`config.mk`:
```
export PLATFORM = sky130hd
export DESIGN_NAME = deadbeat_control_law
export DESIGN_NICKNAME = d
export VERILOG_FILES = /design/src/dbcl_pkg.sv /design/src/deadbeat_control_law.sv
export SDC_FILE = /design/constraint.sdc
export NUM_CORES = 2
export LEC_CHECK = 0
export ABC_AREA = 1
export ABC_CLOCK_PERIOD_IN_PS = 13750
export BUFFER_PORTS_ARGS = -buffer_cell sky130_fd_sc_hd__clkbuf_2
export CAP_MARGIN = 0
export CORE_ASPECT_RATIO = 0.8
export CORE_MARGIN = 2
export CORE_UTILIZATION = 39
export CTS_CLUSTER_SIZE = 28
export DETAILED_ROUTE_END_ITERATION = 10
export SETUP_SLACK_MARGIN = 0.1
export SLEW_MARGIN = 10
export SYNTH_ARGS = -nofsm -noshare
export SYNTH_HDL_FRONTEND = slang
export SYNTH_SLANG_ARGS = --single-unit
```
`constraint.sdc`:
```
create_clock -name clk -period 13.75 [get_ports clk]
set_input_delay 0 -clock clk [delete_from_list [all_inputs] [get_ports clk]]
set_output_delay 0 -clock clk [all_outputs]
set_load 0.1 [all_outputs]
```
`src/dbcl_pkg.sv`:
```
package dbcl_pkg;

  // history depth: law order plus two
  localparam int TAPS = 4;
  localparam int HIDX_W = $clog2(TAPS);
  localparam int NCOEF = 2 * TAPS;
  localparam int CIDX_W = $clog2(NCOEF);

  localparam int SAMPLE_W = 16;
  localparam int COEF_W = 32;
  localparam int LIMIT_W = 15;
  localparam int CFG_ADDR_W = 3;
  localparam int CFG_DATA_W = 16;

  // shared multiplier operand and product widths
  localparam int MUL_A_W = 18;
  localparam int MUL_B_W = 33;
  localparam int PROD_W = MUL_A_W + MUL_B_W;
  localparam int ACC_W = PROD_W + 1;
  localparam int CACC_W = 48;
  localparam int Y_W = ACC_W - 16;

  // divider: 2^28 over the numerator sum, one quotient bit per cycle
  localparam int QUO_W = 29;
  localparam int DIV_CNT_W = 5;
  localparam int DIV_D_W = 17;
  localparam int DIV_R_W = 18;

  // register indexes on the configuration port
  localparam logic [CFG_ADDR_W-1:0] REG_PLANT_A1 = 3'd0;
  localparam logic [CFG_ADDR_W-1:0] REG_PLANT_A2 = 3'd1;
  localparam logic [CFG_ADDR_W-1:0] REG_PLANT_B1 = 3'd2;
  localparam logic [CFG_ADDR_W-1:0] REG_PLANT_B2 = 3'd3;
  localparam logic [CFG_ADDR_W-1:0] REG_OUTPUT_LIMIT = 3'd4;
  localparam logic [CFG_ADDR_W-1:0] REG_ALLOW_NEGATIVE = 3'd5;

  typedef enum logic [2:0] {
    ST_IDLE,
    ST_DIV,
    ST_DMUL,
    ST_DACC,
    ST_MAC,
    ST_FIN
  } state_t;

endpackage

```
`src/deadbeat_control_law.sv`:
```
// deadbeat control law: one drive transaction per error transaction
// steps: accept, then, when the coefficients are stale (after reset or a plant/limit
//   write), the divider and the derive steps; then 8 products one per cycle through
//   the shared 18x33 multiplier, the last add and the output load, which waits for
//   out_tready while out_tvalid is high; no new input is accepted before the output loads
// reset (rst_n low, synchronous): histories cleared, registers to defaults, coefs stale
module deadbeat_control_law (
  input  logic                               clk,
  input  logic                               rst_n,
  // configuration write port
  input  logic                               cfg_we,
  input  logic [dbcl_pkg::CFG_ADDR_W-1:0]    cfg_addr,
  input  logic [dbcl_pkg::CFG_DATA_W-1:0]    cfg_wdata,
  // input stream
  input  logic                               in_tvalid,
  output logic                               in_tready,
  input  logic [15:0]                        in_tdata,   // [15:0] error_sample
  // output stream
  output logic                               out_tvalid,
  input  logic                               out_tready,
  output logic [15:0]                        out_tdata,  // [15:0] drive_value
  output logic                               out_tuser   // [0] was_clamped
);

  // configuration registers
  logic signed [15:0]                       plant_a1_r, plant_a2_r;
  logic signed [15:0]                       plant_b1_r, plant_b2_r;
  logic [dbcl_pkg::LIMIT_W-1:0]             limit_r;
  logic                                     allow_neg_r;
  logic                                     coef_ready_r;

  // sequencer state
  dbcl_pkg::state_t                         state_r, state_nxt;
  logic [3:0]                               k_r, k_nxt;       // mac step 0..8
  logic [2:0]                               d_r, d_nxt;       // derive step
  logic [dbcl_pkg::DIV_CNT_W-1:0]           cnt_r, cnt_nxt;
  logic [dbcl_pkg::DIV_R_W-1:0]             rem_r, rem_nxt;
  logic [dbcl_pkg::QUO_W-1:0]               quo_r, quo_nxt;
  logic [dbcl_pkg::DIV_D_W-1:0]             div_d_r;
  logic                                     div_neg_r, div_zero_r;
  logic signed [31:0]                       r_r, r_nxt;       // reciprocal, Q16.16

  // shared multiplier and accumulators
  logic signed [dbcl_pkg::MUL_A_W-1:0]      mul_a;
  logic signed [dbcl_pkg::MUL_B_W-1:0]      mul_b;
  logic signed [dbcl_pkg::PROD_W-1:0]       prod_r;
  logic                                     prod_en;
  logic                                     pv_r, pv_nxt;     // product pending
  logic                                     sub_r, sub_nxt;   // pending one subtracts
  logic signed [dbcl_pkg::ACC_W-1:0]        acc_r, acc_nxt;
  logic signed [dbcl_pkg::CACC_W-1:0]       cacc_r, cacc_nxt;

  // histories and coefficients (q0,p0,q1,p1,...)
  logic signed [15:0]                       ehist_r [dbcl_pkg::TAPS];
  logic signed [15:0]                       uhist_r [dbcl_pkg::TAPS];
  logic signed [dbcl_pkg::COEF_W-1:0]       coef_r  [dbcl_pkg::NCOEF];
  logic                                     coef_we;
  logic [dbcl_pkg::CIDX_W-1:0]              coef_idx;
  logic signed [dbcl_pkg::COEF_W-1:0]       coef_wdata;

  // output register
  logic                                     out_tvalid_r;
  logic [15:0]                              out_tdata_r;
  logic                                     out_tuser_r;

  logic                                     in_acc, commit, derive_done;
  logic signed [15:0]                       drive_y;
  logic                                     drive_cl;

  // derived plant terms (a is the negated denominator)
  logic signed [dbcl_pkg::MUL_A_W-1:0]      neg_a1, neg_a2, a0_m1, a1_a0, b1_b0;
  logic signed [dbcl_pkg::MUL_B_W-1:0]      lim_ext, r_ext, rf_ext;
  logic signed [16:0]                       bsum;

  // derive step schedule
  logic signed [dbcl_pkg::MUL_A_W-1:0]      sch_a;
  logic signed [dbcl_pkg::MUL_B_W-1:0]      sch_b;
  logic                                     sch_sh12, sch_first, sch_last;
  logic [dbcl_pkg::CIDX_W-1:0]              sch_dest;

  // divider datapath
  logic [dbcl_pkg::DIV_R_W-1:0]             rem_sh;
  logic                                     div_ge;

  logic signed [dbcl_pkg::CACC_W-1:0]       cterm;
  logic signed [dbcl_pkg::Y_W-1:0]          y_raw, lim_y;
  logic [dbcl_pkg::HIDX_W-1:0]              hidx;

  assign neg_a1  = -dbcl_pkg::MUL_A_W'(plant_a1_r);
  assign neg_a2  = -dbcl_pkg::MUL_A_W'(plant_a2_r);
  assign a0_m1   = neg_a1 - 18'sd4096;
  assign a1_a0   = neg_a2 - neg_a1;
  assign b1_b0   = dbcl_pkg::MUL_A_W'(plant_b2_r) - dbcl_pkg::MUL_A_W'(plant_b1_r);
  assign bsum    = 17'(plant_b1_r) + 17'(plant_b2_r);
  assign lim_ext = {18'd0, limit_r};
  assign r_ext   = dbcl_pkg::MUL_B_W'(r_r);
  assign rf_ext  = r_ext - {10'd0, limit_r, 8'd0};

  assign rem_sh = {rem_r[dbcl_pkg::DIV_R_W-2:0], (cnt_r == 5'd28)};
  assign div_ge = rem_sh >= {1'b0, div_d_r};

  assign hidx = k_r[2:1];
  assign in_tready = (state_r == dbcl_pkg::ST_IDLE);
  assign in_acc = in_tvalid && in_tready;

  assign out_tvalid = out_tvalid_r;
  assign out_tdata  = out_tdata_r;
  assign out_tuser  = out_tuser_r;

  // coefficient schedule: each product, its shift and where its sum lands
  always_comb begin
    sch_a     = neg_a1;
    sch_b     = lim_ext;
    sch_sh12  = 1'b0;
    sch_first = 1'b1;
    sch_last  = 1'b1;
    sch_dest  = 3'd2;
    unique case (d_r)
      3'd0: begin                         // q1 = f*(a0-1) + r
        sch_a = a0_m1;
      end
      3'd1: begin                         // p1 = f*b0
        sch_a = dbcl_pkg::MUL_A_W'(plant_b1_r);
        sch_dest = 3'd3;
      end
      3'd2: begin                         // q2, first term f*(a1-a0)
        sch_a = a1_a0;
        sch_last = 1'b0;
      end
      3'd3: begin                         // q2, second term a0*r
        sch_a = neg_a1;
        sch_b = r_ext;
        sch_sh12 = 1'b1;
        sch_first = 1'b0;
        sch_dest = 3'd4;
      end
      3'd4: begin                         // p2, first term f*(b1-b0)
        sch_a = b1_b0;
        sch_last = 1'b0;
      end
      3'd5: begin                         // p2, second term b0*r
        sch_a = dbcl_pkg::MUL_A_W'(plant_b1_r);
        sch_b = r_ext;
        sch_sh12 = 1'b1;
        sch_first = 1'b0;
        sch_dest = 3'd5;
      end
      3'd6: begin                         // q3 = a1*(r-f)
        sch_a = neg_a2;
        sch_b = rf_ext;
        sch_sh12 = 1'b1;
        sch_dest = 3'd6;
      end
      3'd7: begin                         // p3 = b1*(r-f)
        sch_a = dbcl_pkg::MUL_A_W'(plant_b2_r);
        sch_b = rf_ext;
        sch_sh12 = 1'b1;
        sch_dest = 3'd7;
      end
      default: ;
    endcase
  end

  // product term after floor shift to Q32.16
  assign cterm = sch_sh12 ? dbcl_pkg::CACC_W'(prod_r >>> 12)
                          : dbcl_pkg::CACC_W'(prod_r >>> 4);

  // drive clamp on the sum, shifted down to Q28.8
  assign y_raw = dbcl_pkg::Y_W'(acc_r >>> 16);
  assign lim_y = {21'd0, limit_r};

  always_comb begin
    drive_y  = 16'(y_raw);
    drive_cl = 1'b0;
    priority if (y_raw > lim_y) begin
      drive_y  = 16'(lim_y);
      drive_cl = 1'b1;
    end else if (allow_neg_r && (y_raw < -lim_y)) begin
      drive_y  = 16'(-lim_y);
      drive_cl = 1'b1;
    end else if (!allow_neg_r && (y_raw < 0)) begin
      drive_y  = '0;
      drive_cl = 1'b1;
    end
  end

  // sequencer
  always_comb begin
    state_nxt   = state_r;
    k_nxt       = k_r;
    d_nxt       = d_r;
    cnt_nxt     = cnt_r;
    rem_nxt     = rem_r;
    quo_nxt     = quo_r;
    r_nxt       = r_r;
    pv_nxt      = pv_r;
    sub_nxt     = sub_r;
    acc_nxt     = acc_r;
    cacc_nxt    = cacc_r;
    prod_en     = 1'b0;
    coef_we     = 1'b0;
    coef_idx    = '0;
    coef_wdata  = '0;
    commit      = 1'b0;
    derive_done = 1'b0;
    mul_a       = sch_a;
    mul_b       = sch_b;

    unique case (state_r)
      dbcl_pkg::ST_IDLE: begin
        if (in_acc) begin
          k_nxt   = '0;
          pv_nxt  = 1'b0;
          acc_nxt = '0;
          if (coef_ready_r) begin
            state_nxt = dbcl_pkg::ST_MAC;
          end else begin
            state_nxt = dbcl_pkg::ST_DIV;
            cnt_nxt   = 5'd28;
            rem_nxt   = '0;
            quo_nxt   = '0;
          end
        end
      end

      dbcl_pkg::ST_DIV: begin
        rem_nxt = div_ge ? rem_sh - {1'b0, div_d_r} : rem_sh;
        quo_nxt = {quo_r[dbcl_pkg::QUO_W-2:0], div_ge};
        cnt_nxt = cnt_r - 5'd1;
        // fixed leading coefficients go in on the spare write slots
        if (cnt_r == 5'd28) begin
          coef_we    = 1'b1;
          coef_idx   = 3'd0;
          coef_wdata = {9'd0, limit_r, 8'd0};
        end else if (cnt_r == 5'd27) begin
          coef_we    = 1'b1;
          coef_idx   = 3'd1;
          coef_wdata = 32'sd65536;
        end
        if (cnt_r == '0) begin
          if (div_zero_r) begin
            r_nxt = 32'sh7fffffff;
          end else if (div_neg_r) begin
            r_nxt = -32'(quo_nxt);
          end else begin
            r_nxt = 32'(quo_nxt);
          end
          d_nxt     = '0;
          state_nxt = dbcl_pkg::ST_DMUL;
        end
      end

      dbcl_pkg::ST_DMUL: begin
        prod_en   = 1'b1;
        state_nxt = dbcl_pkg::ST_DACC;
      end

      dbcl_pkg::ST_DACC: begin
        if (!sch_first) begin
          cacc_nxt = cacc_r + cterm;
        end else if (d_r == '0) begin
          cacc_nxt = dbcl_pkg::CACC_W'(r_r) + cterm;
        end else begin
          cacc_nxt = cterm;
        end
        if (sch_last) begin
          coef_we  = 1'b1;
          coef_idx = sch_dest;
          priority if (cacc_nxt > 48'sd2147483647) begin
            coef_wdata = 32'sh7fffffff;
          end else if (cacc_nxt < -48'sd2147483648) begin
            coef_wdata = 32'sh80000000;
          end else begin
            coef_wdata = 32'(cacc_nxt);
          end
        end
        d_nxt = d_r + 3'd1;
        if (d_r == 3'd7) begin
          derive_done = 1'b1;
          state_nxt   = dbcl_pkg::ST_MAC;
        end else begin
          state_nxt = dbcl_pkg::ST_DMUL;
        end
      end

      dbcl_pkg::ST_MAC: begin
        // issue one product a cycle, add the previous one behind it
        mul_a = k_r[0] ? dbcl_pkg::MUL_A_W'(uhist_r[hidx])
                       : dbcl_pkg::MUL_A_W'(ehist_r[hidx]);
        mul_b = dbcl_pkg::MUL_B_W'(coef_r[k_r[2:0]]);
        if (pv_r) begin
          acc_nxt = sub_r ? acc_r - dbcl_pkg::ACC_W'(prod_r)
                          : acc_r + dbcl_pkg::ACC_W'(prod_r);
        end
        if (k_r == 4'd8) begin
          pv_nxt    = 1'b0;
          state_nxt = dbcl_pkg::ST_FIN;
        end else begin
          prod_en = 1'b1;
          pv_nxt  = 1'b1;
          sub_nxt = k_r[0];
          k_nxt   = k_r + 4'd1;
        end
      end

      dbcl_pkg::ST_FIN: begin
        if (!out_tvalid_r || out_tready) begin
          commit    = 1'b1;
          state_nxt = dbcl_pkg::ST_IDLE;
        end
      end

      default: state_nxt = dbcl_pkg::ST_IDLE;
    endcase
  end

  // control registers
  always_ff @(posedge clk) begin
    if (!rst_n) begin
      state_r      <= dbcl_pkg::ST_IDLE;
      k_r          <= '0;
      d_r          <= '0;
      cnt_r        <= '0;
      pv_r         <= 1'b0;
      sub_r        <= 1'b0;
      out_tvalid_r <= 1'b0;
      coef_ready_r <= 1'b0;
    end else begin
      state_r      <= state_nxt;
      k_r          <= k_nxt;
      d_r          <= d_nxt;
      cnt_r        <= cnt_nxt;
      pv_r         <= pv_nxt;
      sub_r        <= sub_nxt;
      out_tvalid_r <= commit || (out_tvalid_r && !out_tready);
      // plant or limit writes make the coefficients stale
      if (cfg_we && (cfg_addr == dbcl_pkg::REG_PLANT_A1 ||
                     cfg_addr == dbcl_pkg::REG_PLANT_A2 ||
                     cfg_addr == dbcl_pkg::REG_PLANT_B1 ||
                     cfg_addr == dbcl_pkg::REG_PLANT_B2 ||
                     cfg_addr == dbcl_pkg::REG_OUTPUT_LIMIT)) begin
        coef_ready_r <= 1'b0;
      end else if (derive_done) begin
        coef_ready_r <= 1'b1;
      end
    end
  end

  // configuration registers
  always_ff @(posedge clk) begin
    if (!rst_n) begin
      plant_a1_r  <= '0;
      plant_a2_r  <= '0;
      plant_b1_r  <= 16'sd4096;
      plant_b2_r  <= '0;
      limit_r     <= 15'd256;
      allow_neg_r <= 1'b1;
    end else if (cfg_we) begin
      unique case (cfg_addr)
        dbcl_pkg::REG_PLANT_A1:       plant_a1_r  <= cfg_wdata;
        dbcl_pkg::REG_PLANT_A2:       plant_a2_r  <= cfg_wdata;
        dbcl_pkg::REG_PLANT_B1:       plant_b1_r  <= cfg_wdata;
        dbcl_pkg::REG_PLANT_B2:       plant_b2_r  <= cfg_wdata;
        dbcl_pkg::REG_OUTPUT_LIMIT:   limit_r     <= cfg_wdata[dbcl_pkg::LIMIT_W-1:0];
        dbcl_pkg::REG_ALLOW_NEGATIVE: allow_neg_r <= cfg_wdata[0];
        default: ;
      endcase
    end
  end

  // histories: error shifts on accept, drive shifts on output commit
  always_ff @(posedge clk) begin
    if (!rst_n) begin
      for (int i = 0; i < dbcl_pkg::TAPS; i++) begin
        ehist_r[i] <= '0;
        uhist_r[i] <= '0;
      end
    end else begin
      if (in_acc) begin
        for (int i = dbcl_pkg::TAPS - 1; i > 0; i--) begin
          ehist_r[i] <= ehist_r[i-1];
        end
        ehist_r[0] <= in_tdata;
      end
      if (commit) begin
        for (int i = dbcl_pkg::TAPS - 1; i > 0; i--) begin
          uhist_r[i] <= uhist_r[i-1];
        end
        uhist_r[0] <= drive_y;
      end
    end
  end

  // datapath registers, no reset needed
  always_ff @(posedge clk) begin
    rem_r  <= rem_nxt;
    quo_r  <= quo_nxt;
    r_r    <= r_nxt;
    acc_r  <= acc_nxt;
    cacc_r <= cacc_nxt;
    if (prod_en) begin
      prod_r <= dbcl_pkg::PROD_W'(mul_a) * dbcl_pkg::PROD_W'(mul_b);
    end
    if (coef_we) begin
      coef_r[coef_idx] <= coef_wdata;
    end
    // divisor magnitude and sign, latched on every input accept
    if (in_acc) begin
      div_neg_r  <= bsum[16];
      div_zero_r <= (bsum == '0);
      div_d_r    <= bsum[16] ? 17'(-bsum) : 17'(bsum);
    end
    if (commit) begin
      out_tdata_r <= drive_y;
      out_tuser_r <= drive_cl;
    end
  end

endmodule
```
==> impl_metrics.yaml <==
global_routing:
  grt_max_degree: 93
  antenna_found_initial: 18
  grt_pass1_vias: 60900
  grt.overflow.total: 0
  grt_first_pass_wirelength_um: 400000
  grt.total_usage_pct: 29.0
cts:
  numClockSinks: 750
  cts_setup_buffers: 0
  cts_resized: 0
  clk_latency_ns: 0.76
  cts_buffers: 84
  h-tree-depth: 3
  cts_root_buffer: "clkbuf_16"
  cts_tree: "done"
  clockBufferDepth: 3
  cts_hold_buf: 45
  worst_setup_hold_path_clk_slew_ns: 0.07
power_and_ir_drop:
  swShare_pct: 47.3
  switchingPower_mw: 5.27
  seq_power_share_pct: 29.0
  p_leak_nw: 35.1
  p_int_mw: 5.86
  pwr-share-clk_pct: 20.7
  ir_drop_mv: 0.107
  p_total_mw: 11.1
  comb_power_share_pct: 50.4
  power_density_nw_per_um2: 144
layout:
  area_growth_pct: 8.33
  layout_commonest_cell: "nand2_1"
  drive_above_1_share_pct: 5.03
  nets: 10000
  final_cell_mix: "nand2_1, inv_1, nor2_1"
placed_design:
  gp_congestion: 1.05
  dpl_worst_slack_ns: 3.60
  io_buffers: 58
  hpwl_um: 214000
timing:
  setup_tns_ns: 0
  final-setup-viol-count: 0
  fin_ws_ns: 3.16
  fmax_mhz: 94.4
  fin_crit_sh_pct: 77.0
  slew_violations: 3
  worst_pin_slew_ns: 1.53
  relSlewSlack_pct: -2.92
  layout_min_cycle_time_ns: 10.59
  hold_violations: 0
  rsz0062_at_grt: "no"
  skew_ns: 0.0799
setup_path:
  critical_path_arrival_ns: 11.03
  end_kind: "flip-flop"
  reg2regPathDepth: 33
  cpMostUsedCell: "fa_1"
  worst_path_largest_cell_delay_ns: 0.76
  cp.depth: 33
  path_max_fanout: 21
  worstPathRequired_ns: 14.19
  path_class: "flip-flop to flip-flop"
  critical_path_buf_inv_count: 7
  critPathTopFamily: "adder cells"
  crit_path_start_kind: "flip-flop"
  cpMaxStageDelayCell: "o211ai_1"
routing:
  wl_per_cell_um: 23.5
  routed_wl_um: 270000
  ant_nets: 0
  initialDrtViolationCount: 6999
  viasPerCell: 5.48
  drt_pass1_iterations: 6
  route.vias.total: 62900
  drc: 0
floorplan:
  rows: 140
  die_h_um: 386
  dieArea_um2: 186000
  initial_core_util_pct: 39.2
  io-pin-count: 59
  coreArea_um2: 182000
  die_x_um: 482
flow_run:
  maxCapViolCount: 1
logic_synthesis:
  synth_edf_count: 648
  ys.flop_type: "edfxtp_1"
  syn-num-nets: 10000
  async_flop_share_pct: 0
  synth_top_area_share_pct: 27.3
  synth.distinct_cells: 77
  yosysWarningCount: 0
  postSynthCellCount: 9005
  syn-cell-area_um2: 71200
  synth_area_per_cell_um2: 7.91
  synth_top_cell_by_area: "edfxtp_1"
  synthTopCellsByArea: "edfxtp_1, fa_1, nand2_1"
  synth_seq_cells: 750
  synth_seq_area_share_pct: 30.2
hold_path:
  hold_class: "primary input to flip-flop"
  hold_depth: 4
run_status:
  violations: "capacitance limit, slew limit"
  status: "finished, violations left"
## state kept, by name, summed over array words and instances, names as in the netlist, 3 cells and up, named ones only
name,cells
cnt_r,5
rem_r,17
cacc_r,48
acc_r,52
uhist_r,64
coef_r,256
plant_b2_r,16
r_r,32
plant_a2_r,16
limit_r,15
d_r,3
out_tdata,16
ehist_r,64
prod_r,51
div_d_r,17
state_r,3
quo_r,28
plant_a1_r,16
plant_b1_r,16
k_r,4
## cells in the mapped netlist, types with 27 or more instances
master	instances
nand2_1	1813
inv_1	1606
nor2_1	899
a21oi_1	756
edfxtp_1	648
fa_1	578
o21ai_0	531
ha_1	417
nand3_1	408
clkbuf_1	164
xor2_1	156
dfxtp_1	102
buf_2	87
nand4_1	77
nor3_1	76
xnor2_1	64
nor2_2	41
a31oi_1	37
o21ai_1	37
o21bai_1	35
nor4_1	33
inv_2	31
o21a_1	30
or2_2	30
buf_1	29
o211ai_1	29
a221oi_1	27
## worst paths after layout
check | startpoint | to | slack [ns]
max | d_r[0] | prod_r[47] | 3.16
min | rst_n | limit_r[9] | 0.14
max reg2reg | d_r[0] | prod_r[47] | 3.16
min reg2reg | state_r[0] | state_r[0] | 0.48
## stage by stage
step           hold WS [ns]  std cells  utilization, %  cell area, µm²
2_1_floorplan         0.130       9005               -           71200
3_3_place_gp          0.303      11300            40.7           74000
3_5_place_dp          0.311      11300            40.7           74000
4_1_cts               0.118      11500            42.4           77200
5_1_grt               0.170      11500            42.4           77200
6_report              0.138      11500            42.4           77200
## tightest hold or removal path: cells and delay by family
family	cells	cell delay (ns)
buffers and inverters	2	0.57
AOI/OAI and AO/OA	2	0.27
## final cells by class
| class | instances | area, µm² |
|---|---|---|
| timing repair buffer | 181 | 1330 |
| clock inverter | 40 | 478 |
| multi-input combinational | 6317 | 42400 |
| sequential | 750 | 21500 |
| fill | 18500 | 105000 |
| clock buffer | 114 | 2260 |
| inverter | 1644 | 6180 |
| antenna | 3 | 7.51 |
| tap | 2414 | 3020 |
## cells by family after synthesis
kind of cell	Yosys count	share of synthesized area, %
AO/OA/AOI/OAI	1642	12.8
XOR/XNOR	220	2.70
adder cells (fa/ha/maj)	995	23.6
buffers and inverters	1938	10.5
flip-flops	750	30.2
multiplexers	4	0.0562
AND/OR/NAND/NOR	3456	20.2
## routing by layer
metal	up-vias	GRT usage (%)	routed length, µm
met5	-	0	82
met4	12	8.66	8880
met3	355	6.82	27400
met2	2722	41.9	111000
met1	30700	42.7	123000
li1	29100	-	-
## power groups by stage
stage / Combinational, mW / Clock, mW / Sequential (mW)
after floorplan: 3.82 / 0 / 3.07
after global placement: 5.45 / 0 / 3.25
after detailed placement: 5.46 / 0 / 3.25
after CTS: 5.51 / 2.33 / 3.21
after global routing: 6.22 / 2.42 / 3.23
final: 5.61 / 2.30 / 3.22
(Power assumes the default switching activity.)
